===== src/hw/rtl/ihwl_pkg.sv =====
// ----------------------------------------------------------------------------
// ihwl_pkg
// Shared types and constants of the Intel HEX word loader.
// ----------------------------------------------------------------------------
`default_nettype none

package ihwl_pkg;

	localparam int DEF_MAX_RECORD_BYTES = 64;
	localparam int MAX_RESULTS          = 32;
	localparam int RES_CNT_W            = $clog2(MAX_RESULTS + 1);

	localparam int CFG_IDX_W  = 1;
	localparam int CFG_DATA_W = 16;

	localparam logic [CFG_IDX_W-1:0] CFG_WINDOW_START = 1'b0;
	localparam logic [CFG_IDX_W-1:0] CFG_WINDOW_END   = 1'b1;

	localparam logic [7:0] CHAR_COLON   = 8'h3a;
	localparam logic [7:0] CHAR_SPACE   = 8'h20;
	localparam logic [7:0] CHAR_DIGIT_9 = 8'h39;

	localparam logic [7:0] REC_TYPE_DATA = 8'h00;
	localparam logic [7:0] REC_TYPE_EOF  = 8'h01;

	typedef enum logic [1:0] {
		KIND_WORD = 2'd0,
		KIND_ERR  = 2'd1,
		KIND_EOF  = 2'd2
	} kind_t;

	typedef enum logic [2:0] {
		PH_WAIT   = 3'd0,
		PH_HEADER = 3'd1,
		PH_DATA   = 3'd2,
		PH_DONE   = 3'd3,
		PH_LONG   = 3'd4,
		PH_SKIP   = 3'd5
	} phase_t;

	typedef enum logic [3:0] {
		CS_IDLE  = 4'd0,
		CS_SCAN  = 4'd1,
		CS_RD_LO = 4'd2,
		CS_RD_HI = 4'd3,
		CS_CAP   = 4'd4,
		CS_FLUSH = 4'd5,
		CS_ERR   = 4'd6,
		CS_EOF   = 4'd7,
		CS_STOP  = 4'd8
	} ctrl_state_t;

	typedef struct packed {
		logic [7:0] char_in;
	} char_t;

	typedef struct packed {
		kind_t       kind;
		logic [15:0] word_addr;
		logic [15:0] word_data;
		logic        last;
	} result_t;

	// controller -> datapath
	typedef struct packed {
		logic  take;         // character transaction
		logic  scan_start;   // begin walking the buffered record
		logic  skip;         // step past a word that is not emitted
		logic  rd_hi;        // buffer read selects the high byte of the word
		logic  lo_cap;       // capture low byte from the buffer
		logic  commit;       // word assembled: retire held word, hold new one
		logic  flush;        // send held word as the last result
		logic  push_status;  // send error / end-of-file result
		kind_t status_kind;
	} ctrl_cmd_t;

	// datapath -> controller
	typedef struct packed {
		logic eol;
		logic rec_open;
		logic rec_ok;
		logic type_eof;
		logic type_data;
		logic scan_done;
		logic scan_hit;
		logic held_valid;
		logic out_free;
	} dp_status_t;

endpackage

`default_nettype wire


===== src/hw/rtl/ihwl_stream_if.sv =====
// ----------------------------------------------------------------------------
// ihwl_stream_if
// Valid/ready channel carrying one payload item per transaction.
// ----------------------------------------------------------------------------
`default_nettype none

interface ihwl_stream_if #(
	parameter type payload_t = logic
);
	logic     valid;
	logic     ready;
	payload_t data;

	modport source (output valid, output data, input ready);
	modport sink   (input valid, input data, output ready);
endinterface

`default_nettype wire


===== src/hw/rtl/intel_hex_word_loader.sv =====
// ----------------------------------------------------------------------------
// intel_hex_word_loader
// Intel HEX text in, one character per transaction; 16-bit word writes,
// error and end-of-file results out. At the end of a good data record the
// sequencer walks the record word by word through the single read port of
// the byte buffer: a word outside the window or past the result limit is
// skipped in the scan state, an emitted word goes through the scan, low
// read, high read and capture states, and a flush state ends the walk.
// Characters are held off until the walk ends, which output stalls delay.
// A word is sent once the next emitted word is found or the walk ends, so
// its last flag is exact. An error or end-of-file result stops the block:
// characters are then taken and ignored until reset. Window registers must
// be written only while the block is idle; the block does not enforce it.
// ----------------------------------------------------------------------------
`default_nettype none

module intel_hex_word_loader import ihwl_pkg::*; #(
	parameter int MAX_RECORD_BYTES = DEF_MAX_RECORD_BYTES
) (
	input  logic                  clk,
	input  logic                  arst_n,
	input  logic                  cfg_we,
	input  logic [CFG_IDX_W-1:0]  cfg_index,
	input  logic [CFG_DATA_W-1:0] cfg_data,
	ihwl_stream_if.sink           chars,
	ihwl_stream_if.source         results
);

	ctrl_cmd_t  cmd;
	dp_status_t st;
	logic       in_ready;
	logic       out_valid;
	result_t    out_data;
	char_t      in_data;

	assign in_data       = chars.data;
	assign chars.ready   = in_ready;
	assign results.valid = out_valid;
	assign results.data  = out_data;

	ihwl_ctrl u_ctrl (
		.clk      (clk),
		.arst_n   (arst_n),
		.in_valid (chars.valid),
		.in_ready (in_ready),
		.st       (st),
		.cmd      (cmd)
	);

	ihwl_datapath #(
		.MAX_RECORD_BYTES (MAX_RECORD_BYTES)
	) u_dp (
		.clk       (clk),
		.arst_n    (arst_n),
		.cfg_we    (cfg_we),
		.cfg_index (cfg_index),
		.cfg_data  (cfg_data),
		.in_data   (in_data),
		.out_valid (out_valid),
		.out_data  (out_data),
		.out_ready (results.ready),
		.cmd       (cmd),
		.st        (st)
	);

endmodule

`default_nettype wire


===== src/hw/rtl/ihwl_ram.sv =====
// ----------------------------------------------------------------------------
// ihwl_ram
// Simple dual-port RAM, one write and one registered read port.
// ----------------------------------------------------------------------------
`default_nettype none

module ihwl_ram #(
	parameter int WIDTH = 8,
	parameter int DEPTH = 64,
	localparam int AW   = (DEPTH > 1) ? $clog2(DEPTH) : 1
) (
	input  logic             clk,
	input  logic             we,
	input  logic [AW-1:0]    waddr,
	input  logic [WIDTH-1:0] wdata,
	input  logic [AW-1:0]    raddr,
	output logic [WIDTH-1:0] rdata
);

	logic [WIDTH-1:0] mem [DEPTH];

	always_ff @(posedge clk) begin
		if (we)
			mem[waddr] <= wdata;
		rdata <= mem[raddr];
	end

endmodule

`default_nettype wire


===== src/hw/rtl/ihwl_ctrl.sv =====
// ----------------------------------------------------------------------------
// ihwl_ctrl
// Sequencer: accepts characters, then walks a finished record and
// schedules its word, error and end-of-file results.
// ----------------------------------------------------------------------------
`default_nettype none

module ihwl_ctrl import ihwl_pkg::*; (
	input  logic       clk,
	input  logic       arst_n,
	input  logic       in_valid,
	output logic       in_ready,
	input  dp_status_t st,
	output ctrl_cmd_t  cmd
);

	ctrl_state_t state_q, state_d;

	always_ff @(posedge clk or negedge arst_n) begin
		if (!arst_n)
			state_q <= CS_IDLE;
		else
			state_q <= state_d;
	end

	always_comb begin
		state_d = state_q;
		case (state_q)
			CS_IDLE: begin
				if (in_valid && st.eol && st.rec_open) begin
					if (!st.rec_ok)
						state_d = CS_ERR;
					else if (st.type_eof)
						state_d = CS_EOF;
					else if (st.type_data)
						state_d = CS_SCAN;
				end
			end
			CS_SCAN: begin
				if (st.scan_done)
					state_d = CS_FLUSH;
				else if (st.scan_hit)
					state_d = CS_RD_LO;
			end
			CS_RD_LO: state_d = CS_RD_HI;
			CS_RD_HI: state_d = CS_CAP;
			CS_CAP: begin
				if (!st.held_valid || st.out_free)
					state_d = CS_SCAN;
			end
			CS_FLUSH: begin
				if (!st.held_valid || st.out_free)
					state_d = CS_IDLE;
			end
			CS_ERR, CS_EOF: begin
				if (st.out_free)
					state_d = CS_STOP;
			end
			CS_STOP: state_d = CS_STOP;
			default: state_d = CS_IDLE;
		endcase
	end

	always_comb begin
		in_ready        = 1'b0;
		cmd             = '0;
		cmd.status_kind = KIND_ERR;
		case (state_q)
			CS_IDLE: begin
				in_ready = 1'b1;
				cmd.take = in_valid;
				cmd.scan_start = in_valid && st.eol && st.rec_open && st.rec_ok &&
					!st.type_eof && st.type_data;
			end
			CS_SCAN: begin
				cmd.skip = !st.scan_done && !st.scan_hit;
			end
			CS_RD_LO: ;
			CS_RD_HI: begin
				cmd.rd_hi  = 1'b1;
				cmd.lo_cap = 1'b1;
			end
			CS_CAP: begin
				// address held so the read data stays put while we wait
				cmd.rd_hi  = 1'b1;
				cmd.commit = !st.held_valid || st.out_free;
			end
			CS_FLUSH: begin
				cmd.flush = st.held_valid && st.out_free;
			end
			CS_ERR: begin
				cmd.push_status = st.out_free;
				cmd.status_kind = KIND_ERR;
			end
			CS_EOF: begin
				cmd.push_status = st.out_free;
				cmd.status_kind = KIND_EOF;
			end
			CS_STOP: begin
				// characters are drained and ignored until reset
				in_ready = 1'b1;
			end
			default: ;
		endcase
	end

endmodule

`default_nettype wire


===== src/hw/rtl/ihwl_datapath.sv =====
// ----------------------------------------------------------------------------
// ihwl_datapath
// Record decoder, data byte buffer, word walker, window registers and
// output register.
// ----------------------------------------------------------------------------
`default_nettype none

module ihwl_datapath import ihwl_pkg::*; #(
	parameter int MAX_RECORD_BYTES = DEF_MAX_RECORD_BYTES
) (
	input  logic                  clk,
	input  logic                  arst_n,
	input  logic                  cfg_we,
	input  logic [CFG_IDX_W-1:0]  cfg_index,
	input  logic [CFG_DATA_W-1:0] cfg_data,
	input  char_t                 in_data,
	output logic                  out_valid,
	output result_t               out_data,
	input  logic                  out_ready,
	input  ctrl_cmd_t             cmd,
	output dp_status_t            st
);

	localparam int IDX_W = (MAX_RECORD_BYTES > 1) ? $clog2(MAX_RECORD_BYTES) : 1;

	function automatic logic [3:0] digit_value(input logic [7:0] c);
		logic [7:0] v;
		v = c;
		if (c > CHAR_DIGIT_9)
			v = c - 8'd7;
		return v[3:0];
	endfunction

	// window registers
	logic [15:0] win_start_q, win_end_q;

	always_ff @(posedge clk or negedge arst_n) begin
		if (!arst_n) begin
			win_start_q <= 16'h0000;
			win_end_q   <= 16'hffff;
		end else if (cfg_we) begin
			case (cfg_index)
				CFG_WINDOW_START: win_start_q <= cfg_data;
				CFG_WINDOW_END:   win_end_q   <= cfg_data;
				default: ;
			endcase
		end
	end

	// record decoder
	phase_t      phase_q;
	logic [3:0]  nib_hi_q;
	logic        toggle_q;
	logic [7:0]  byte_idx_q;
	logic [7:0]  rec_len_q;
	logic [15:0] rec_addr_q;
	logic [7:0]  rec_type_q;
	logic [7:0]  sum_q;
	logic [7:0]  chk_q;

	logic [7:0] c;
	logic [3:0] dv;
	logic [7:0] byte_val;
	logic       byte_done;
	logic       buf_we;
	logic [7:0] expect_sum;

	assign c          = in_data.char_in;
	assign dv         = digit_value(c);
	assign byte_val   = {nib_hi_q, dv};
	assign byte_done  = cmd.take && !st.eol && toggle_q &&
		(phase_q inside {PH_HEADER, PH_DATA, PH_DONE, PH_LONG});
	assign buf_we     = byte_done && (phase_q == PH_DATA) && (byte_idx_q < rec_len_q) &&
		(byte_idx_q < 8'(MAX_RECORD_BYTES));
	assign expect_sum = 8'h00 - sum_q;

	always_ff @(posedge clk or negedge arst_n) begin
		if (!arst_n) begin
			phase_q    <= PH_WAIT;
			nib_hi_q   <= '0;
			toggle_q   <= 1'b0;
			byte_idx_q <= '0;
			rec_len_q  <= '0;
			rec_addr_q <= '0;
			rec_type_q <= '0;
			sum_q      <= '0;
			chk_q      <= '0;
		end else if (cmd.take) begin
			if (st.eol) begin
				phase_q <= PH_WAIT;
			end else begin
				case (phase_q)
					PH_WAIT: begin
						if (c == CHAR_COLON) begin
							phase_q    <= PH_HEADER;
							nib_hi_q   <= '0;
							toggle_q   <= 1'b0;
							byte_idx_q <= '0;
							rec_len_q  <= '0;
							rec_addr_q <= '0;
							rec_type_q <= '0;
							sum_q      <= '0;
							chk_q      <= '0;
						end else begin
							phase_q <= PH_SKIP;
						end
					end
					PH_SKIP: ;
					default: begin
						if (!toggle_q) begin
							nib_hi_q <= dv;
							toggle_q <= 1'b1;
						end else begin
							toggle_q <= 1'b0;
							case (phase_q)
								PH_HEADER: begin
									sum_q <= sum_q + byte_val;
									case (byte_idx_q[1:0])
										2'd0: rec_len_q <= byte_val;
										2'd1: rec_addr_q <= {byte_val, 8'h00};
										2'd2: rec_addr_q[7:0] <= byte_val;
										default: rec_type_q <= byte_val;
									endcase
									if (byte_idx_q == 8'd3) begin
										phase_q    <= PH_DATA;
										byte_idx_q <= '0;
									end else begin
										byte_idx_q <= byte_idx_q + 8'd1;
									end
								end
								PH_DATA: begin
									if (byte_idx_q < rec_len_q) begin
										sum_q      <= sum_q + byte_val;
										byte_idx_q <= byte_idx_q + 8'd1;
									end else begin
										chk_q   <= byte_val;
										phase_q <= PH_DONE;
									end
								end
								PH_DONE: phase_q <= PH_LONG;
								default: ;
							endcase
						end
					end
				endcase
			end
		end
	end

	// data byte buffer
	logic [7:0]       buf_rdata;
	logic [7:0]       rd_byte;
	logic [IDX_W-1:0] buf_raddr;
	logic [6:0]       word_idx_q;

	assign rd_byte   = {word_idx_q, cmd.rd_hi};
	assign buf_raddr = rd_byte[IDX_W-1:0];

	ihwl_ram #(
		.WIDTH (8),
		.DEPTH (MAX_RECORD_BYTES)
	) u_buf (
		.clk   (clk),
		.we    (buf_we),
		.waddr (byte_idx_q[IDX_W-1:0]),
		.wdata (byte_val),
		.raddr (buf_raddr),
		.rdata (buf_rdata)
	);

	// word walker
	logic [15:0]          scan_addr_q;
	logic [RES_CNT_W-1:0] n_q;
	logic [7:0]           lo_q;
	logic                 held_valid_q;
	logic [15:0]          held_addr_q;
	logic [15:0]          held_data_q;
	logic                 in_window;

	assign in_window = (scan_addr_q >= win_start_q) && (scan_addr_q <= win_end_q);

	always_ff @(posedge clk or negedge arst_n) begin
		if (!arst_n) begin
			scan_addr_q  <= '0;
			word_idx_q   <= '0;
			n_q          <= '0;
			held_valid_q <= 1'b0;
		end else begin
			if (cmd.scan_start) begin
				scan_addr_q  <= {1'b0, rec_addr_q[15:1]};
				word_idx_q   <= '0;
				n_q          <= '0;
				held_valid_q <= 1'b0;
			end else if (cmd.skip) begin
				scan_addr_q <= scan_addr_q + 16'd1;
				word_idx_q  <= word_idx_q + 7'd1;
			end else if (cmd.commit) begin
				scan_addr_q  <= scan_addr_q + 16'd1;
				word_idx_q   <= word_idx_q + 7'd1;
				n_q          <= n_q + RES_CNT_W'(1);
				held_valid_q <= 1'b1;
			end else if (cmd.flush) begin
				held_valid_q <= 1'b0;
			end
		end
	end

	always_ff @(posedge clk) begin
		if (cmd.lo_cap)
			lo_q <= buf_rdata;
		if (cmd.commit) begin
			held_addr_q <= scan_addr_q;
			held_data_q <= {buf_rdata, lo_q};
		end
	end

	// output register
	logic    out_valid_q;
	result_t out_q;
	logic    push;

	assign push = (cmd.commit && held_valid_q) || cmd.flush || cmd.push_status;

	always_ff @(posedge clk or negedge arst_n) begin
		if (!arst_n)
			out_valid_q <= 1'b0;
		else if (push)
			out_valid_q <= 1'b1;
		else if (out_ready)
			out_valid_q <= 1'b0;
	end

	always_ff @(posedge clk) begin
		if (cmd.push_status) begin
			out_q.kind      <= cmd.status_kind;
			out_q.word_addr <= '0;
			out_q.word_data <= '0;
			out_q.last      <= 1'b1;
		end else if (push) begin
			// a held word is known to be last only once the walk ends
			out_q.kind      <= KIND_WORD;
			out_q.word_addr <= held_addr_q;
			out_q.word_data <= held_data_q;
			out_q.last      <= cmd.flush;
		end
	end

	assign out_valid = out_valid_q;
	assign out_data  = out_q;

	// status
	assign st.eol        = (c <= CHAR_SPACE);
	assign st.rec_open   = phase_q inside {PH_HEADER, PH_DATA, PH_DONE, PH_LONG};
	assign st.rec_ok     = (phase_q == PH_DONE) && !toggle_q &&
		(rec_len_q <= 8'(MAX_RECORD_BYTES)) && (chk_q == expect_sum);
	assign st.type_eof   = (rec_type_q == REC_TYPE_EOF);
	assign st.type_data  = (rec_type_q == REC_TYPE_DATA);
	assign st.scan_done  = (word_idx_q == rec_len_q[7:1]);
	assign st.scan_hit   = in_window && (n_q < RES_CNT_W'(MAX_RESULTS));
	assign st.held_valid = held_valid_q;
	assign st.out_free   = !out_valid_q || out_ready;

endmodule

`default_nettype wire

===== src/flat_wrapper.sv =====
// flat-port wrapper written by rule: the top's interface ports become plain ports
module intel_hex_word_loader_flat import ihwl_pkg::*;
#(
	parameter int MAX_RECORD_BYTES = DEF_MAX_RECORD_BYTES
)
  (clk, arst_n, cfg_we, cfg_index, cfg_data, chars_valid, chars_data, chars_ready, results_valid, results_data, results_ready);
  ihwl_stream_if chars_i ();
  ihwl_stream_if results_i ();
  input  logic clk;
  input  logic arst_n;
  input  logic cfg_we;
  input  logic [CFG_IDX_W-1:0] cfg_index;
  input  logic [CFG_DATA_W-1:0] cfg_data;
  input wire logic [$bits(chars_i.valid)-1:0] chars_valid;
  input wire logic [$bits(chars_i.data)-1:0] chars_data;
  output wire logic [$bits(chars_i.ready)-1:0] chars_ready;
  output wire logic [$bits(results_i.valid)-1:0] results_valid;
  output wire logic [$bits(results_i.data)-1:0] results_data;
  input wire logic [$bits(results_i.ready)-1:0] results_ready;
  assign chars_i.valid = chars_valid;
  assign chars_i.data = chars_data;
  assign chars_ready = chars_i.ready;
  assign results_valid = results_i.valid;
  assign results_data = results_i.data;
  assign results_i.ready = results_ready;
  intel_hex_word_loader #(.MAX_RECORD_BYTES(MAX_RECORD_BYTES)) u_core (.clk(clk), .arst_n(arst_n), .cfg_we(cfg_we), .cfg_index(cfg_index), .cfg_data(cfg_data), .chars(chars_i), .results(results_i));
endmodule

===== config.mk =====
export PLATFORM = sky130hd
export DESIGN_NAME = intel_hex_word_loader_flat
export DESIGN_NICKNAME = d
export VERILOG_FILES = /design/src/hw/rtl/ihwl_pkg.sv /design/src/hw/rtl/ihwl_stream_if.sv /design/src/hw/rtl/intel_hex_word_loader.sv /design/src/hw/rtl/ihwl_ram.sv /design/src/hw/rtl/ihwl_ctrl.sv /design/src/hw/rtl/ihwl_datapath.sv /design/src/flat_wrapper.sv
export SDC_FILE = /design/constraint.sdc
export NUM_CORES = 1
export LEC_CHECK = 0
export ABC_AREA = 1
export BUFFER_PORTS_ARGS = -buffer_cell sky130_fd_sc_hd__buf_2
export CAP_MARGIN = 20
export CORE_ASPECT_RATIO = 1.5
export CORE_UTILIZATION = 38
export CTS_CLUSTER_SIZE = 30
export DETAILED_ROUTE_END_ITERATION = 16
export PLACE_DENSITY = 0.63
export SLEW_MARGIN = 20
export SYNTH_ARGS = -nofsm -noshare
export SYNTH_HDL_FRONTEND = slang
export SYNTH_SLANG_ARGS = --single-unit

===== constraint.sdc =====
create_clock -name clk -period 2.27 [get_ports clk]
set_clock_uncertainty 0.05 [all_clocks]
set_input_delay 0.1135 -clock clk [delete_from_list [all_inputs] [get_ports clk]]
set_output_delay 0.1135 -clock clk [all_outputs]
set_load 0.03 [all_outputs]

Word level (Yosys, flattened, before mapping)
Index checks and enable logic that the tools add are counted.

word-level totals
  register bits = 132
  input port bits = 23
  output and inout port bits = 3
  logic and storage cells = 168

cells by class
  add/subtract/negate cells = 7
  $lt $le $gt $ge = 7
  equality and inequality tests = 30
  mux-type cells = 45
  bitwise logic cells = 6
  reduce and logical (&&, ||, !) cells = 54

operators with widths
  operator                                                                number
  16-bit 2-to-1 mux                                                       3
  8-bit case mux with 2 select lines                                      3
  6-bit AND reduction                                                     8
  4-bit 2-to-1 mux                                                        10
  4-bit case mux with 8 select lines                                      1
  8-bit 2-to-1 mux                                                        3
  7-bit 2-to-1 mux                                                        3
  6-bit 2-to-1 mux                                                        3
  16-bit by 1-bit adder with 16-bit output (second input constant)        1
  4-bit by 3-bit equality test with 1-bit output (second input constant)  4
  16-bit >= comparator                                                    1
  16-bit less-or-equal comparator                                         1
  1-bit logical AND                                                       13
  3-bit 2-to-1 mux                                                        4
  3-bit case mux with 2 select lines                                      2
  1-bit 2-to-1 mux                                                        11
  2-bit inequality test (second input constant)                           5
  3-bit case mux with 3 select lines                                      1
  3-bit nonzero test                                                      3
  8-bit by 1-bit adder with 8-bit output (second input constant)          1
  8-bit adder                                                             1
  4-bit by 2-bit equality test with 1-bit output (second input constant)  2
  8-bit by 1-bit equality test with 1-bit output (second input constant)  1
  8-bit by 2-bit equality test with 1-bit output (second input constant)  1
  other kinds (38)                                                        63

Longest topological paths before layout
Gate-level depths: netlist (run 1).

  word-level depth = 10
  depth in mapped cells = 18
  depth with buffers taken out = 17

By module
Synthesis (run 1) repeated with hierarchy kept, for this count alone.

unflattened totals
  cell total of the unflattened synthesis = 3154
  area, all modules = 32035.7 sq um

modules (own cells, without submodules)
  module                 instances  cells each  area an instance (sq um)  sequential area each (sq um)
  ihwl_ram               1          1822        21291.7                   15534.9
  ihwl_datapath          1          1257        10316.1                   5094.9
  ihwl_ctrl              1          74          424.2                     100.1
  intel_hex_word_loader  1          1           3.8                       0.0

Worst setup path after synthesis (run 1)
Ideal clock, no wire load.

  kind = reg-to-reg
  start point = register u_core.u_dp.win_end_q[11]
  end point = register u_core.u_dp.scan_addr_q[3]
  setup time = 0.117 ns
  arrival time = 1.743 ns
  path slack = 0.360 ns
  stages on the path, launching flop included = 14
  clock period less this slack = 1.910 ns
  cells stage by stage = dfstp_2 -> inv_1 -> ha_1 -> a21oi_1 -> nand2_1 -> a21oi_1 -> nand2_1 -> nand2_1 -> nand3_2 -> nand2_4 -> nand2_4 -> buf_6 -> nand2_1 -> nand2_1

on the way
  cells in the longest elaborated chain, start to end = 8
  elaborated cells on any way between the ends = 9
  those cells by class = order compare (1); mux (3); reduce/logical (5)

RTL lines
  item                                 line                  text
  from (decl)                          ihwl_datapath.sv:35   logic [15:0] win_start_q, win_end_q;
  from (signal assigned)               ihwl_datapath.sv:44   CFG_WINDOW_END: win_end_q <= cfg_data;
  16-bit less-or-equal comparator (*)  ihwl_datapath.sv:180  assign in_window = (scan_addr_q >= win_start_q) && (scan_addr_q <= win_end_q);
  1-bit logical AND (*)                ihwl_datapath.sv:180
  1-bit logical AND (*)                ihwl_datapath.sv:259  assign st.scan_hit = in_window && (n_q < RES_CNT_W'(MAX_RESULTS));
  1-bit logical NOT (*)                ihwl_ctrl.sv:76       cmd.skip = !st.scan_done && !st.scan_hit;
  1-bit logical AND (*)                ihwl_ctrl.sv:76
  1-bit 2-to-1 mux (*)                 ihwl_ctrl.sv:68       case (state_q)
  16-bit 2-to-1 mux                    ihwl_datapath.sv:194  end else if (cmd.skip) begin
  16-bit 2-to-1 mux                    ihwl_datapath.sv:189  if (cmd.scan_start) begin
  to (signal assigned)                 ihwl_datapath.sv:190  scan_addr_q <= {1'b0, rec_addr_q[15:1]};
  to (signal assigned)                 ihwl_datapath.sv:195  scan_addr_q <= scan_addr_q + 16'd1;
  to (signal assigned)                 ihwl_datapath.sv:198  scan_addr_q <= scan_addr_q + 16'd1;
  to (decl)                            ihwl_datapath.sv:172  logic [15:0] scan_addr_q;

Every way passes the cells marked *; elsewhere a longest branch is shown, timed or not.
A chain may end at the register's enable or synchronous reset.

Worst setup path in the final report (run 1)
  start point = register u_core.u_dp.win_end_q[5]
  end point = register u_core.u_dp.scan_addr_q[5]

Same word-level chain as after synthesis.

==> results of run 1 <==
## per-layer routing
layer	wire length (um)	vias up	track usage [%]
li1	-	1729	-
met1	3790	1556	18.9
met2	4380	32	31.0
met3	182	12	3.44
met4	169	0	6.57
met5	0	-	0
## flip-flops by register name (all words and copies together), names as in the netlist, 4 cells and up
signal and cells:
u_core.u_dp.win_start_q 16, u_core.u_dp.scan_addr_q 16, u_core.u_dp.n_q 6, u_core.u_ctrl.state_q 4, u_core.u_dp.word_idx_q 7, u_core.u_dp.win_end_q 16
## cells in the mapped netlist
| master | n | area share, % |
|---|---|---|
| sky130_fd_sc_hd__xnor2_1 | 10 | 2.1 |
| sky130_fd_sc_hd__nand2_4 | 2 | 0.55 |
| sky130_fd_sc_hd__a21oi_4 | 1 | 0.40 |
| sky130_fd_sc_hd__a21o_1 | 1 | 0.18 |
| sky130_fd_sc_hd__buf_4 | 1 | 0.18 |
| sky130_fd_sc_hd__dfxtp_1 | 1 | 0.49 |
| sky130_fd_sc_hd__nor4_1 | 1 | 0.15 |
| sky130_fd_sc_hd__inv_2 | 3 | 0.27 |
| sky130_fd_sc_hd__o21a_1 | 1 | 0.18 |
| sky130_fd_sc_hd__and3_1 | 1 | 0.15 |
| sky130_fd_sc_hd__xor2_1 | 14 | 3.0 |
| sky130_fd_sc_hd__buf_6 | 6 | 1.6 |
| sky130_fd_sc_hd__nand2_2 | 1 | 0.15 |
| sky130_fd_sc_hd__nand2_1 | 143 | 13 |
| sky130_fd_sc_hd__o21bai_1 | 2 | 0.36 |
| sky130_fd_sc_hd__buf_1 | 1 | 0.091 |
| sky130_fd_sc_hd__inv_1 | 78 | 7.1 |
| sky130_fd_sc_hd__dfrtp_1 | 51 | 31 |
| sky130_fd_sc_hd__nand3_1 | 38 | 4.6 |
| sky130_fd_sc_hd__ha_1 | 36 | 11 |
| sky130_fd_sc_hd__a21oi_1 | 13 | 1.6 |
| sky130_fd_sc_hd__clkbuf_1 | 5 | 0.46 |
| sky130_fd_sc_hd__nand4_1 | 5 | 0.76 |
| sky130_fd_sc_hd__nor3_4 | 1 | 0.40 |
| sky130_fd_sc_hd__nor2_2 | 3 | 0.46 |
| sky130_fd_sc_hd__nor3_2 | 2 | 0.49 |
| sky130_fd_sc_hd__dfstp_2 | 16 | 10 |
| sky130_fd_sc_hd__nor2_1 | 34 | 3.1 |
| sky130_fd_sc_hd__o31ai_1 | 1 | 0.18 |
| sky130_fd_sc_hd__nand3_2 | 1 | 0.24 |
| sky130_fd_sc_hd__o21ai_0 | 39 | 4.7 |
| sky130_fd_sc_hd__a211oi_1 | 1 | 0.18 |
| sky130_fd_sc_hd__nor3_1 | 4 | 0.49 |
## worst max path at each step
stage / start / to / slack (ns) / cells past startpoint
floorplan: u_core.u_dp.win_end_q[11]$_DFFE_PN1P_ / u_core.u_dp.scan_addr_q[3]$_DFFE_PN0P_ / 0.36 / 13
global placement: u_core.u_dp.win_end_q[5]$_DFFE_PN1P_ / u_core.u_dp.scan_addr_q[5]$_DFFE_PN0P_ / 0.16 / 14
detailed placement: u_core.u_dp.win_end_q[5]$_DFFE_PN1P_ / u_core.u_dp.scan_addr_q[15]$_DFFE_PN0P_ / 0.15 / 14
CTS: u_core.u_dp.win_end_q[5]$_DFFE_PN1P_ / u_core.u_dp.scan_addr_q[15]$_DFFE_PN0P_ / 0.12 / 14
global route: u_core.u_dp.win_end_q[9]$_DFFE_PN1P_ / u_core.u_dp.scan_addr_q[0]$_DFFE_PN0P_ / 0.004 / 11
finish: u_core.u_dp.win_end_q[5]$_DFFE_PN1P_ / u_core.u_dp.scan_addr_q[5]$_DFFE_PN0P_ / 0.16 / 14
## worst min-delay path: stages
cell,delay (ns)
sky130_fd_sc_hd__buf_2,0.09
sky130_fd_sc_hd__inv_1,0.07
sky130_fd_sc_hd__o21ai_0,0.09
## logic make-up (layout without fill, tap and decap cells)
| family | Yosys count | in the layout | share of synthesized area, % |
|---|---|---|---|
| fa+ha+maj | 36 | 36 | 11.0 |
| xor+xnor | 24 | 24 | 5.11 |
| compound gates | 59 | 59 | 7.82 |
| flops | 68 | 68 | 41.7 |
| simple gates | 236 | 237 | 24.6 |
| buf+inv | 94 | 146 | 9.77 |
## layout make-up
type                    count  area share (%)
repair buffers             49            7.67
flip-flops and latches     68            34.9
multi-input cells         356            41.6
clock buffers              12            5.43
inverters                  81            6.19
well taps                 144            3.67
clock inverters             4           0.458
## what timing repair did
action,CTS,global route
buffers inserted,0,1
hold buffers,15,0
endpoints found under the hold margin,70,0
setup endpoints to repair,0,23
gates resized for setup,0,8
## report_power, final
part | leakage (nW) | internal (mW) | switching (mW) | total (mW)
registers | 0.837 | 1.31 | 0.0394 | 1.35
clock network | 0.144 | 0.823 | 0.524 | 1.35
logic | 1.60 | 0.117 | 0.170 | 0.287
## stage by stage
stage	hold WS [ns]	util (%)	total power, mW
final	-0.00263	46.6	2.98
after global routing	0.0113	46.6	3.13
after CTS	0.00581	45.7	3.01
after detailed placement	0.307	41.6	1.64
after global placement	0.297	41.6	1.63
after floorplan	-0.232	-	1.54
==> run_summary.xml, run 1 <==
<?xml version="1.0" encoding="UTF-8"?>
<metrics>
  <group name="outcome">
    <metric name="run_status" unit="">complete, but fails checks</metric>
    <metric name="failed_checks" unit="">negative hold slack</metric>
  </group>
  <group name="drt">
    <metric name="drt-total-wl" unit="um">8520</metric>
    <metric name="route.detailed.vias_per_inst" unit="">4.66</metric>
    <metric name="detail_route.iter0.violations" unit="">134</metric>
    <metric name="drt-wirelength-per-cell" unit="um">11.9</metric>
    <metric name="drt_pass_1_iters" unit="">4</metric>
    <metric name="num_vias" unit="">3329</metric>
    <metric name="ant_nets" unit="">0</metric>
    <metric name="route.detailed.drc" unit="">0</metric>
  </group>
  <group name="floorplanning">
    <metric name="std_cell_rows" unit="">46</metric>
    <metric name="fp.dieW" unit="um">86.9</metric>
    <metric name="floorplan.core_area" unit="um2">10500</metric>
    <metric name="pin_count" unit="">26</metric>
    <metric name="dieArea" unit="um2">11300</metric>
    <metric name="chipHeight" unit="um">129</metric>
    <metric name="initial_standard_cell_utilization_of_the_core" unit="%">39.0</metric>
  </group>
  <group name="power">
    <metric name="p_leak" unit="nW">2.58</metric>
    <metric name="power_per_cell_area" unit="nW/um2">608</metric>
    <metric name="ir_drop" unit="V">0.000442</metric>
  </group>
  <group name="critical_path">
    <metric name="reg2reg_slack" unit="ns">0.16</metric>
    <metric name="cp-start-kind" unit="">flip-flop</metric>
    <metric name="worst_path_max_delay_cell" unit="">sky130_fd_sc_hd__dfstp_2</metric>
    <metric name="worstPathCellList" unit="">inv_1 -&gt; ha_1 -&gt; a21oi_1 -&gt; nor2_1 -&gt; nor2_1 -&gt; nand2_1 -&gt; nand2_1 -&gt; nand2_1 -&gt; nand2_2 -&gt; nand3_4 -&gt; nand2_8 -&gt; nand2_4 -&gt; nand2_1 -&gt; nand2_1</metric>
    <metric name="setup_cp_type" unit="">reg2reg</metric>
    <metric name="critical-path-top-delay-family" unit="">simple AND/OR/NAND/NOR gates</metric>
    <metric name="critical-path-max-stage-delay" unit="ns">0.53</metric>
    <metric name="path_common_cell" unit="">sky130_fd_sc_hd__nand2_1</metric>
    <metric name="worst_ep_arrival_time" unit="ns">2.28</metric>
    <metric name="timing.critical_path.to_type" unit="">flip-flop</metric>
    <metric name="crit-reg2reg-launch" unit="">u_core.u_dp.win_end_q[5]$_DFFE_PN1P_</metric>
    <metric name="r2r.worst_path.cells" unit="">14</metric>
    <metric name="worstPathBufferInverterCount" unit="">1</metric>
    <metric name="critical_path.max_fanout" unit="">11</metric>
    <metric name="crit-reg2reg-capture" unit="">u_core.u_dp.scan_addr_q[5]$_DFFE_PN0P_</metric>
    <metric name="data_required_critical_path" unit="ns">2.44</metric>
  </group>
  <group name="cells_and_area">
    <metric name="ff_latch_area" unit="um2">1720</metric>
    <metric name="finalNetCount" unit="">624</metric>
    <metric name="area_delta_synth_final" unit="%">19.4</metric>
    <metric name="stdcell_area" unit="um2">4910</metric>
    <metric name="antenna-diode-count" unit="">0</metric>
    <metric name="layout-drive-gt1-share" unit="%">14.6</metric>
    <metric name="multi_input_gate_area_in_the_final_layout" unit="um2">2050</metric>
    <metric name="n_fill_cell" unit="">1037</metric>
    <metric name="mostFrequentLayoutCells" unit="">sky130_fd_sc_hd__nand2_1 (142), sky130_fd_sc_hd__inv_1 (78), sky130_fd_sc_hd__dfrtp_1 (51)</metric>
    <metric name="layoutNonFillerInstCount" unit="">714</metric>
    <metric name="layout.cells.most_common" unit="">sky130_fd_sc_hd__nand2_1</metric>
  </group>
  <group name="timing">
    <metric name="slew_headroom" unit="%">39.1</metric>
    <metric name="max_clock_freq" unit="MHz">475</metric>
    <metric name="setup_total_negative_slack" unit="ns">0</metric>
    <metric name="min_period_over_period" unit="%">92.8</metric>
    <metric name="setup_ws" unit="ns">0.163</metric>
    <metric name="setup-violations-final" unit="">0</metric>
    <metric name="max_slew.worst_pin.slew" unit="ns">0.912</metric>
    <metric name="final_worst_hold_slack" unit="ns">-0.00263</metric>
    <metric name="final.min_clock_period" unit="ns">2.11</metric>
    <metric name="hold_violations" unit="">1</metric>
    <metric name="rsz0062_at_grt" unit="">no</metric>
    <metric name="slew_viol_final" unit="">0</metric>
  </group>
  <group name="clock_network">
    <metric name="clock_sink_count" unit="">68</metric>
    <metric name="clk_latency" unit="ns">0.33</metric>
    <metric name="cts.root.buffer_cell" unit="">sky130_fd_sc_hd__clkbuf_16</metric>
    <metric name="cts-htree-levels" unit="">3</metric>
    <metric name="clk_transition_reported_paths" unit="ns">0.05</metric>
    <metric name="cts_made_buffers" unit="">9</metric>
    <metric name="ctsLongestPathBuffers" unit="">2</metric>
    <metric name="tritoncts" unit="">done</metric>
  </group>
  <group name="yosys">
    <metric name="portion_of_the_post_synthesis_area_used_by_sequential_elements" unit="%">41.7</metric>
    <metric name="synth_seq_cells" unit="">68</metric>
    <metric name="avgSynthCellArea" unit="um2">7.95</metric>
    <metric name="synth_cell_type_count" unit="">33</metric>
    <metric name="synth_area" unit="um2">4110</metric>
    <metric name="mapped_cells" unit="">517</metric>
    <metric name="mappedNetlistNets" unit="">576</metric>
    <metric name="yosys_warnings" unit="">0</metric>
  </group>
  <group name="grt">
    <metric name="first_global_vias" unit="">3359</metric>
    <metric name="number_of_antenna_violations_at_the_first_check_in_global_routing" unit="">0</metric>
    <metric name="maximum_number_of_pins_on_one_net_before_global_route_repair" unit="">68</metric>
    <metric name="grt_pass1_wl" unit="um">14700</metric>
    <metric name="grt_ovf" unit="">0</metric>
    <metric name="track_usage" unit="%">16.9</metric>
  </group>
  <group name="worst_hold_path">
    <metric name="worstHoldStart" unit="">cfg_data[0]</metric>
    <metric name="min-delay-path-class" unit="">in2reg</metric>
    <metric name="hold_path_end" unit="">u_core.u_dp.win_end_q[0]$_DFFE_PN1P_</metric>
    <metric name="min_delay_path_depth" unit="">3</metric>
  </group>
  <group name="flow_run">
    <metric name="max-cap-violations" unit="">0</metric>
  </group>
  <group name="placement">
    <metric name="placed_area" unit="um2">4380</metric>
    <metric name="replace_congestion" unit="">0.856</metric>
    <metric name="buffer_ports.inserted" unit="">23</metric>
    <metric name="post-dp-hpwl" unit="um">5880</metric>
    <metric name="placed_cells" unit="">680</metric>
    <metric name="preCtsSetupSlack" unit="ns">0.148</metric>
  </group>
</metrics>
Power figures use the tool's default switching activity.
==> inputs of run 2 (changes only) <==
--- a/config.mk
+++ b/config.mk
@@ -12,6 +12,7 @@
 export CORE_UTILIZATION = 38
 export CTS_CLUSTER_SIZE = 30
 export DETAILED_ROUTE_END_ITERATION = 16
+export GPL_TIMING_DRIVEN = 0
 export PLACE_DENSITY = 0.63
 export SLEW_MARGIN = 20
 export SYNTH_ARGS = -nofsm -noshare
==> run 2 against run 1 <==
  * The run now ends clean
  * Combinational power up 9.1%
  * Power increased by 2.9%
  * Die area stayed put
  * Clock power increased by 4%
  * Largest power group is now the clock network
  * Highest routed layer unchanged
==> run_summary.xml, run 2 (synthesized netlist as in run 1, its figures left out) <==
<?xml version="1.0" encoding="UTF-8"?>
<metrics>
  <group name="outcome">
    <metric name="run_status" unit="">complete, no violations</metric>
  </group>
  <group name="clock_network">
    <metric name="tritoncts" unit="">done</metric>
    <metric name="cts_made_buffers" unit="">9</metric>
    <metric name="clk_latency" unit="ns">0.33</metric>
    <metric name="cts-htree-levels" unit="">3</metric>
    <metric name="clock_sink_count" unit="">68</metric>
    <metric name="clk_transition_reported_paths" unit="ns">0.05</metric>
    <metric name="cts.root.buffer_cell" unit="">sky130_fd_sc_hd__clkbuf_16</metric>
    <metric name="ctsLongestPathBuffers" unit="">2</metric>
  </group>
  <group name="grt">
    <metric name="number_of_antenna_violations_at_the_first_check_in_global_routing" unit="">0</metric>
    <metric name="maximum_number_of_pins_on_one_net_before_global_route_repair" unit="">47</metric>
    <metric name="grt_ovf" unit="">0</metric>
    <metric name="track_usage" unit="%">17.9</metric>
    <metric name="grt_pass1_wl" unit="um">15500</metric>
    <metric name="first_global_vias" unit="">3348</metric>
  </group>
  <group name="cells_and_area">
    <metric name="core_util_final" unit="%">47.0</metric>
    <metric name="finalNetCount" unit="">631</metric>
    <metric name="antenna-diode-count" unit="">0</metric>
    <metric name="mostFrequentLayoutCells" unit="">sky130_fd_sc_hd__nand2_1 (142), sky130_fd_sc_hd__inv_1 (78), sky130_fd_sc_hd__dfrtp_1 (50)</metric>
    <metric name="area_delta_synth_final" unit="%">20.4</metric>
    <metric name="reg_top3" unit="">u_core.u_dp.scan_addr_q: 16 flops, u_core.u_dp.win_end_q: 16 flops, u_core.u_dp.win_start_q: 16 flops</metric>
    <metric name="layout.cells.most_common" unit="">sky130_fd_sc_hd__nand2_1</metric>
    <metric name="layout-drive-gt1-share" unit="%">14.6</metric>
  </group>
  <group name="power">
    <metric name="p_leak" unit="nW">2.58</metric>
    <metric name="power_per_cell_area" unit="nW/um2">620</metric>
    <metric name="ir_drop" unit="V">0.000535</metric>
  </group>
  <group name="critical_path">
    <metric name="critical_path.max_fanout" unit="">10</metric>
    <metric name="setup_cp_type" unit="">reg2reg</metric>
    <metric name="cp-start-kind" unit="">flip-flop</metric>
    <metric name="worst_ep_arrival_time" unit="ns">2.28</metric>
    <metric name="worst_setup_path_startpoint" unit="">u_core.u_dp.win_end_q[11]$_DFFE_PN1P_</metric>
    <metric name="data_required_critical_path" unit="ns">2.44</metric>
    <metric name="timing.critical_path.to_type" unit="">flip-flop</metric>
    <metric name="crit-reg2reg-launch" unit="">u_core.u_dp.win_end_q[11]$_DFFE_PN1P_</metric>
  </group>
  <group name="floorplanning">
    <metric name="fp.dieW" unit="um">86.9</metric>
    <metric name="chipHeight" unit="um">129</metric>
    <metric name="floorplan.core_area" unit="um2">10500</metric>
    <metric name="pin_count" unit="">26</metric>
    <metric name="initial_standard_cell_utilization_of_the_core" unit="%">39.0</metric>
    <metric name="dieArea" unit="um2">11300</metric>
    <metric name="std_cell_rows" unit="">46</metric>
  </group>
  <group name="drt">
    <metric name="num_vias" unit="">3422</metric>
    <metric name="ant_nets" unit="">0</metric>
    <metric name="route.detailed.vias_per_inst" unit="">4.75</metric>
    <metric name="drt_pass_1_iters" unit="">4</metric>
    <metric name="drt-total-wl" unit="um">9050</metric>
    <metric name="detail_route.iter0.violations" unit="">159</metric>
    <metric name="drt-wirelength-per-cell" unit="um">12.5</metric>
    <metric name="route.detailed.drc" unit="">0</metric>
  </group>
  <group name="placement">
    <metric name="post-dp-hpwl" unit="um">6630</metric>
    <metric name="replace_congestion" unit="">0.881</metric>
    <metric name="buffer_ports.inserted" unit="">23</metric>
  </group>
  <group name="timing">
    <metric name="final.min_clock_period" unit="ns">2.12</metric>
    <metric name="slew_viol_final" unit="">0</metric>
    <metric name="slew_headroom" unit="%">62.5</metric>
    <metric name="setup-violations-final" unit="">0</metric>
    <metric name="final_worst_hold_slack" unit="ns">0.0148</metric>
    <metric name="max_slew.worst_pin.slew" unit="ns">0.563</metric>
    <metric name="min_period_over_period" unit="%">93.2</metric>
    <metric name="max_clock_freq" unit="MHz">473</metric>
    <metric name="hold_violations" unit="">0</metric>
  </group>
  <group name="worst_hold_path">
    <metric name="worstHoldStart" unit="">cfg_data[6]</metric>
    <metric name="min-delay-path-class" unit="">in2reg</metric>
  </group>
  <group name="flow_run">
    <metric name="max-cap-violations" unit="">0</metric>
  </group>
</metrics>
-- run 2: cell count changes in the layout (fill, tap and decap cells not counted), sizes merged --
cell,previous run,this run
clkbuf,13,20
buf,33,38
clkinv,3,0
bufinv,0,1
clkinvlp,1,0
dlygate4sd3,15,14
nand2,147,146
-- run 2: worst paths after layout --
| check | endpoint | slack, ns | cells after the start |
|---|---|---|---|
| setup / recovery | u_core.u_dp.scan_addr_q[3]$_DFFE_PN0P_ | 0.15 | 12 |
| hold / removal | u_core.u_dp.win_end_q[6]$_DFFE_PN1P_ | 0.01 | 3 |
| setup reg to reg | u_core.u_dp.scan_addr_q[3]$_DFFE_PN0P_ | 0.15 | 12 |
| hold reg to reg | u_core.u_dp.out_data[0]$_SDFFE_PP1P_ | 0.40 | 2 |
| max in group asynchronous | u_core.u_dp.win_end_q[7]$_DFFE_PN1P_ | 1.42 | 3 |
| min in group asynchronous | u_core.u_dp.win_start_q[8]$_DFFE_PN0P_ | 0.18 | 2 |
-- run 2: stage by stage --
step | area, um2 | total power, mW | TNS [ns] | cells | setup slack (ns)
2_1_floorplan | 4110 | 1.54 | 0 | 517 | 0.360
3_3_place_gp | 4410 | 1.64 | 0 | 684 | 0.131
3_5_place_dp | 4440 | 1.66 | 0 | 685 | 0.126
4_1_cts | 4880 | 3.09 | 0 | 715 | 0.103
5_1_grt | 4950 | 3.21 | -0.0566 | 721 | -0.0114
6_report | 4950 | 3.07 | 0 | 721 | 0.154
-- run 2: power breakdown --
group | total, mW | internal, mW | leakage [nW] | switching, mW
Sequential | 1.35 | 1.31 | 0.835 | 0.0410
Combinational | 0.313 | 0.128 | 1.60 | 0.186
Clock | 1.40 | 0.912 | 0.144 | 0.493
-- run 2: worst max-delay path: stages (launching register included) --
cell and delay, ns:
sky130_fd_sc_hd__dfstp_2 0.53, sky130_fd_sc_hd__inv_1 0.07, sky130_fd_sc_hd__ha_4 0.28, sky130_fd_sc_hd__nand4_1 0.11
sky130_fd_sc_hd__nor3_2 0.21, sky130_fd_sc_hd__nand3_1 0.12, sky130_fd_sc_hd__nand2_2 0.08, sky130_fd_sc_hd__nand3_2 0.08
sky130_fd_sc_hd__nand2_4 0.13, sky130_fd_sc_hd__nand2_4 0.08, sky130_fd_sc_hd__buf_6 0.14, sky130_fd_sc_hd__nand2_1 0.06
sky130_fd_sc_hd__nand2_1 0.05
-- run 2: cell type report --
cell class	instances	area (um2)
Fill cell	1031	5580
Multi-Input combinational cell	355	2030
Sequential cell	68	1720
Timing Repair Buffer	44	330
Inverter	81	304
Clock buffer	15	268
Tap cell	144	180
Buffer	13	97.6
Clock inverter	1	30.0
-- run 2: timing repair --
item	4_1_cts	5_1_grt
setup buffers	0	6
setup endpoints to repair	0	20
hold buffers	14	0
resized for setup	0	5
endpoints found under the hold margin	80	0
-- run 2: metal layers --
layer	vias to the layer above	share of wire, %	GRT usage (%)	wire (um)
li1	1745	-	-	-
met1	1617	43	20.7	3860
met2	44	53	31.5	4760
met3	16	2.2	2.80	202
met4	0	2.5	9.71	228
met5	-	0	0	0
==> inputs of run 3 (changes only) <==
--- a/config.mk
+++ b/config.mk
@@ -13,7 +13,7 @@
 export CTS_CLUSTER_SIZE = 30
 export DETAILED_ROUTE_END_ITERATION = 16
 export GPL_TIMING_DRIVEN = 0
-export PLACE_DENSITY = 0.63
+export PLACE_DENSITY = 0.65
 export SLEW_MARGIN = 20
 export SYNTH_ARGS = -nofsm -noshare
 export SYNTH_HDL_FRONTEND = slang
==> constraint.sdc (replaced) <==
create_clock -name clk -period 1.7 [get_ports clk]
set_clock_uncertainty 0.05 [all_clocks]
set_input_delay 0.085 -clock clk [delete_from_list [all_inputs] [get_ports clk]]
set_output_delay 0.085 -clock clk [all_outputs]
set_load 0.03 [all_outputs]
==> run 3 against run 2 <==
  * The flow now finishes with violations (negative setup slack)
  * Cell count grew 0.69%
  * Largest cell class unchanged
  * Count of clock-buffer cells in the layout shrank 3
  * Global-route usage grew 1.2 points
  * Sequential cell count is the same
  * Core utilization grew 3.1 points
  * Sequential power grew 34%
==> run_summary.xml, run 3 (synthesized netlist as in run 1, its figures left out) <==
<?xml version="1.0" encoding="UTF-8"?>
<metrics>
  <group name="power">
    <metric name="net_switching_power_figure" unit="mW">1.03</metric>
    <metric name="power_per_cell_area" unit="nW/um2">795</metric>
    <metric name="ir_drop" unit="V">0.000485</metric>
    <metric name="power.share.clock" unit="%">45.3</metric>
    <metric name="p_int" unit="mW">3.17</metric>
    <metric name="fraction_of_power_consumed_by_sequential_logic" unit="%">43.2</metric>
    <metric name="switching_share" unit="%">24.5</metric>
    <metric name="report.power.total" unit="mW">4.20</metric>
    <metric name="p_leak" unit="nW">2.65</metric>
    <metric name="p_comb_share" unit="%">11.5</metric>
  </group>
  <group name="critical_path">
    <metric name="crit-reg2reg-launch" unit="">u_core.u_dp.win_end_q[14]$_DFFE_PN1P_</metric>
    <metric name="critical_path.max_fanout" unit="">6</metric>
    <metric name="worstPathCellList" unit="">inv_1 -&gt; ha_1 -&gt; nand2_4 -&gt; nor3_2 -&gt; nand3_1 -&gt; nand2_2 -&gt; nand3_2 -&gt; nand2_4 -&gt; nand2_8 -&gt; buf_6 -&gt; nand2_1 -&gt; nand2_1</metric>
    <metric name="crit-reg2reg-capture" unit="">u_core.u_dp.scan_addr_q[9]$_DFFE_PN0P_</metric>
    <metric name="r2r.worst_path.cells" unit="">12</metric>
    <metric name="worst_setup_path_startpoint" unit="">u_core.u_dp.win_end_q[14]$_DFFE_PN1P_</metric>
    <metric name="timing.critical_path.to_type" unit="">flip-flop</metric>
    <metric name="worstPathBufferInverterCount" unit="">2</metric>
    <metric name="worst_ep_arrival_time" unit="ns">2.22</metric>
    <metric name="cp-start-kind" unit="">flip-flop</metric>
    <metric name="data_required_critical_path" unit="ns">1.88</metric>
    <metric name="critical-path-top-delay-family" unit="">simple AND/OR/NAND/NOR gates</metric>
    <metric name="critical-path-max-stage-delay" unit="ns">0.53</metric>
    <metric name="worst_path_max_delay_cell" unit="">sky130_fd_sc_hd__dfstp_2</metric>
    <metric name="reg2reg_slack" unit="ns">-0.35</metric>
    <metric name="setup_cp_type" unit="">reg2reg</metric>
  </group>
  <group name="floorplanning">
    <metric name="pin_count" unit="">26</metric>
    <metric name="floorplan.core_area" unit="um2">10500</metric>
    <metric name="chipHeight" unit="um">129</metric>
    <metric name="fp.dieW" unit="um">86.9</metric>
    <metric name="initial_standard_cell_utilization_of_the_core" unit="%">39.0</metric>
    <metric name="dieArea" unit="um2">11300</metric>
    <metric name="std_cell_rows" unit="">46</metric>
  </group>
  <group name="grt">
    <metric name="number_of_antenna_violations_at_the_first_check_in_global_routing" unit="">0</metric>
    <metric name="track_usage" unit="%">19.1</metric>
    <metric name="first_global_vias" unit="">3665</metric>
    <metric name="grt_pass1_wl" unit="um">16500</metric>
    <metric name="grt_ovf" unit="">0</metric>
    <metric name="maximum_number_of_pins_on_one_net_before_global_route_repair" unit="">45</metric>
  </group>
  <group name="clock_network">
    <metric name="tritoncts" unit="">done</metric>
    <metric name="cts_made_buffers" unit="">9</metric>
    <metric name="cts.root.buffer_cell" unit="">sky130_fd_sc_hd__clkbuf_16</metric>
    <metric name="ctsLongestPathBuffers" unit="">2</metric>
    <metric name="cts-htree-levels" unit="">3</metric>
    <metric name="clk_latency" unit="ns">0.34</metric>
    <metric name="clk_transition_reported_paths" unit="ns">0.06</metric>
    <metric name="clock_sink_count" unit="">68</metric>
  </group>
  <group name="outcome">
    <metric name="failed_checks" unit="">negative setup slack</metric>
    <metric name="run_status" unit="">complete, but fails checks</metric>
  </group>
  <group name="drt">
    <metric name="drt_pass_1_iters" unit="">4</metric>
    <metric name="ant_nets" unit="">0</metric>
    <metric name="num_vias" unit="">3485</metric>
    <metric name="detail_route.iter0.violations" unit="">117</metric>
    <metric name="route.detailed.drc" unit="">0</metric>
    <metric name="drt-total-wl" unit="um">9470</metric>
    <metric name="drt-wirelength-per-cell" unit="um">13.0</metric>
    <metric name="route.detailed.vias_per_inst" unit="">4.80</metric>
  </group>
  <group name="cells_and_area">
    <metric name="mostFrequentLayoutCells" unit="">sky130_fd_sc_hd__nand2_1 (113), sky130_fd_sc_hd__inv_1 (67), sky130_fd_sc_hd__dfrtp_1 (43)</metric>
    <metric name="finalNetCount" unit="">636</metric>
    <metric name="stdcell_area" unit="um2">5280</metric>
    <metric name="layout.cells.most_common" unit="">sky130_fd_sc_hd__nand2_1</metric>
    <metric name="layout-drive-gt1-share" unit="%">26.6</metric>
    <metric name="ff_latch_area" unit="um2">1730</metric>
    <metric name="multi_input_gate_area_in_the_final_layout" unit="um2">2280</metric>
    <metric name="area_delta_synth_final" unit="%">28.4</metric>
    <metric name="antenna-diode-count" unit="">0</metric>
    <metric name="reg_top3" unit="">u_core.u_dp.scan_addr_q: 16 flops, u_core.u_dp.win_end_q: 16 flops, u_core.u_dp.win_start_q: 16 flops</metric>
    <metric name="n_fill_cell" unit="">1024</metric>
  </group>
  <group name="placement">
    <metric name="buffer_ports.inserted" unit="">23</metric>
    <metric name="replace_congestion" unit="">0.864</metric>
    <metric name="preCtsSetupSlack" unit="ns">-0.426</metric>
    <metric name="placed_area" unit="um2">4500</metric>
    <metric name="post-dp-hpwl" unit="um">6670</metric>
  </group>
  <group name="timing">
    <metric name="hold_violations" unit="">0</metric>
    <metric name="min_period_over_period" unit="%">120</metric>
    <metric name="setup_ws" unit="ns">-0.346</metric>
    <metric name="max_slew.worst_pin.slew" unit="ns">0.594</metric>
    <metric name="rsz0062_at_grt" unit="">yes</metric>
    <metric name="final.min_clock_period" unit="ns">2.05</metric>
    <metric name="max_clock_freq" unit="MHz">489</metric>
    <metric name="setup_total_negative_slack" unit="ns">-8.43</metric>
    <metric name="slew_viol_final" unit="">0</metric>
    <metric name="final_worst_hold_slack" unit="ns">0.0237</metric>
    <metric name="setup-violations-final" unit="">26</metric>
    <metric name="slew_headroom" unit="%">60.4</metric>
  </group>
  <group name="flow_run">
    <metric name="max-cap-violations" unit="">0</metric>
  </group>
  <group name="worst_hold_path">
    <metric name="min-delay-path-class" unit="">in2reg</metric>
    <metric name="worstHoldStart" unit="">results_ready</metric>
    <metric name="hold_path_end" unit="">u_core.u_ctrl.state_q[1]$_DFFE_PN0P_</metric>
    <metric name="min_delay_path_depth" unit="">4</metric>
  </group>
</metrics>
run 3: changes by cell type in the layout (fill, tap and decap cells not counted), moves of 7 or more:
cell	before	now
sky130_fd_sc_hd__ha_1	34	25
sky130_fd_sc_hd__dfrtp_1	50	43
sky130_fd_sc_hd__inv_2	3	14
sky130_fd_sc_hd__nand2_1	142	113
sky130_fd_sc_hd__nand2_2	2	27
sky130_fd_sc_hd__ha_4	2	11
sky130_fd_sc_hd__inv_1	78	67
sky130_fd_sc_hd__dfrtp_2	1	8
run 3: power by group through the flow:
stage,registers [mW],logic (mW),clock network (mW)
CTS,1.81,0.448,1.94
detailed placement,1.83,0.395,0
floorplan,1.82,0.257,0
finish,1.81,0.484,1.90
global route,1.82,0.564,2.00
global placement,1.83,0.374,0
run 3: timing repair:
item,CTS,global route
gates resized for setup,31,42
cloned,2,0
endpoints found under the setup margin,26,32
setup buffers,4,2
pin swaps,12,21
hold endpoints to repair,93,0
hold buffers,17,0
run 3: worst max path at each step:
stage                                               to  slack, ns  cells past startpoint
6_report        u_core.u_dp.scan_addr_q[9]$_DFFE_PN0P_      -0.35                     12
3_5_place_dp    u_core.u_dp.scan_addr_q[3]$_DFFE_PN0P_      -0.43                     15
3_3_place_gp    u_core.u_dp.scan_addr_q[3]$_DFFE_PN0P_      -0.40                     15
4_1_cts         u_core.u_dp.scan_addr_q[9]$_DFFE_PN0P_      -0.39                     15
2_1_floorplan   u_core.u_dp.scan_addr_q[3]$_DFFE_PN0P_      -0.19                     15
5_1_grt        u_core.u_dp.scan_addr_q[10]$_DFFE_PN0P_      -0.47                     15
run 3: cell type report:
| type | instances | area share (%) |
|---|---|---|
| Multi-Input combinational cell | 355 | 43.1 |
| Clock inverter | 4 | 0.900 |
| Tap cell | 144 | 3.41 |
| Clock buffer | 12 | 4.86 |
| Buffer | 13 | 1.92 |
| Timing Repair Buffer | 49 | 7.32 |
| Sequential cell | 68 | 32.7 |
| Inverter | 81 | 5.76 |
run 3: tightest hold or removal path: cells and delay by family:
family / cells / cell delay, ns
buffers and inverters: 1 / 0.08
AND/OR/NAND/NOR: 3 / 0.21
run 3: layer usage:
layer / track usage [%] / vias up / part of all wire, %
met5: 0 / - / 0
met1: 20.4 / 1643 / 40
met2: 35.2 / 62 / 54
li1: - / 1759 / -
met3: 3.69 / 21 / 3.2
met4: 9.90 / 0 / 2.9
run 3: metrics by stage:
stage / util (%) / std cells
after floorplan: - / 517
after global placement: 42.4 / 684
after detailed placement: 42.7 / 685
after CTS: 48.7 / 724
after global routing: 50.1 / 726
final: 50.1 / 726
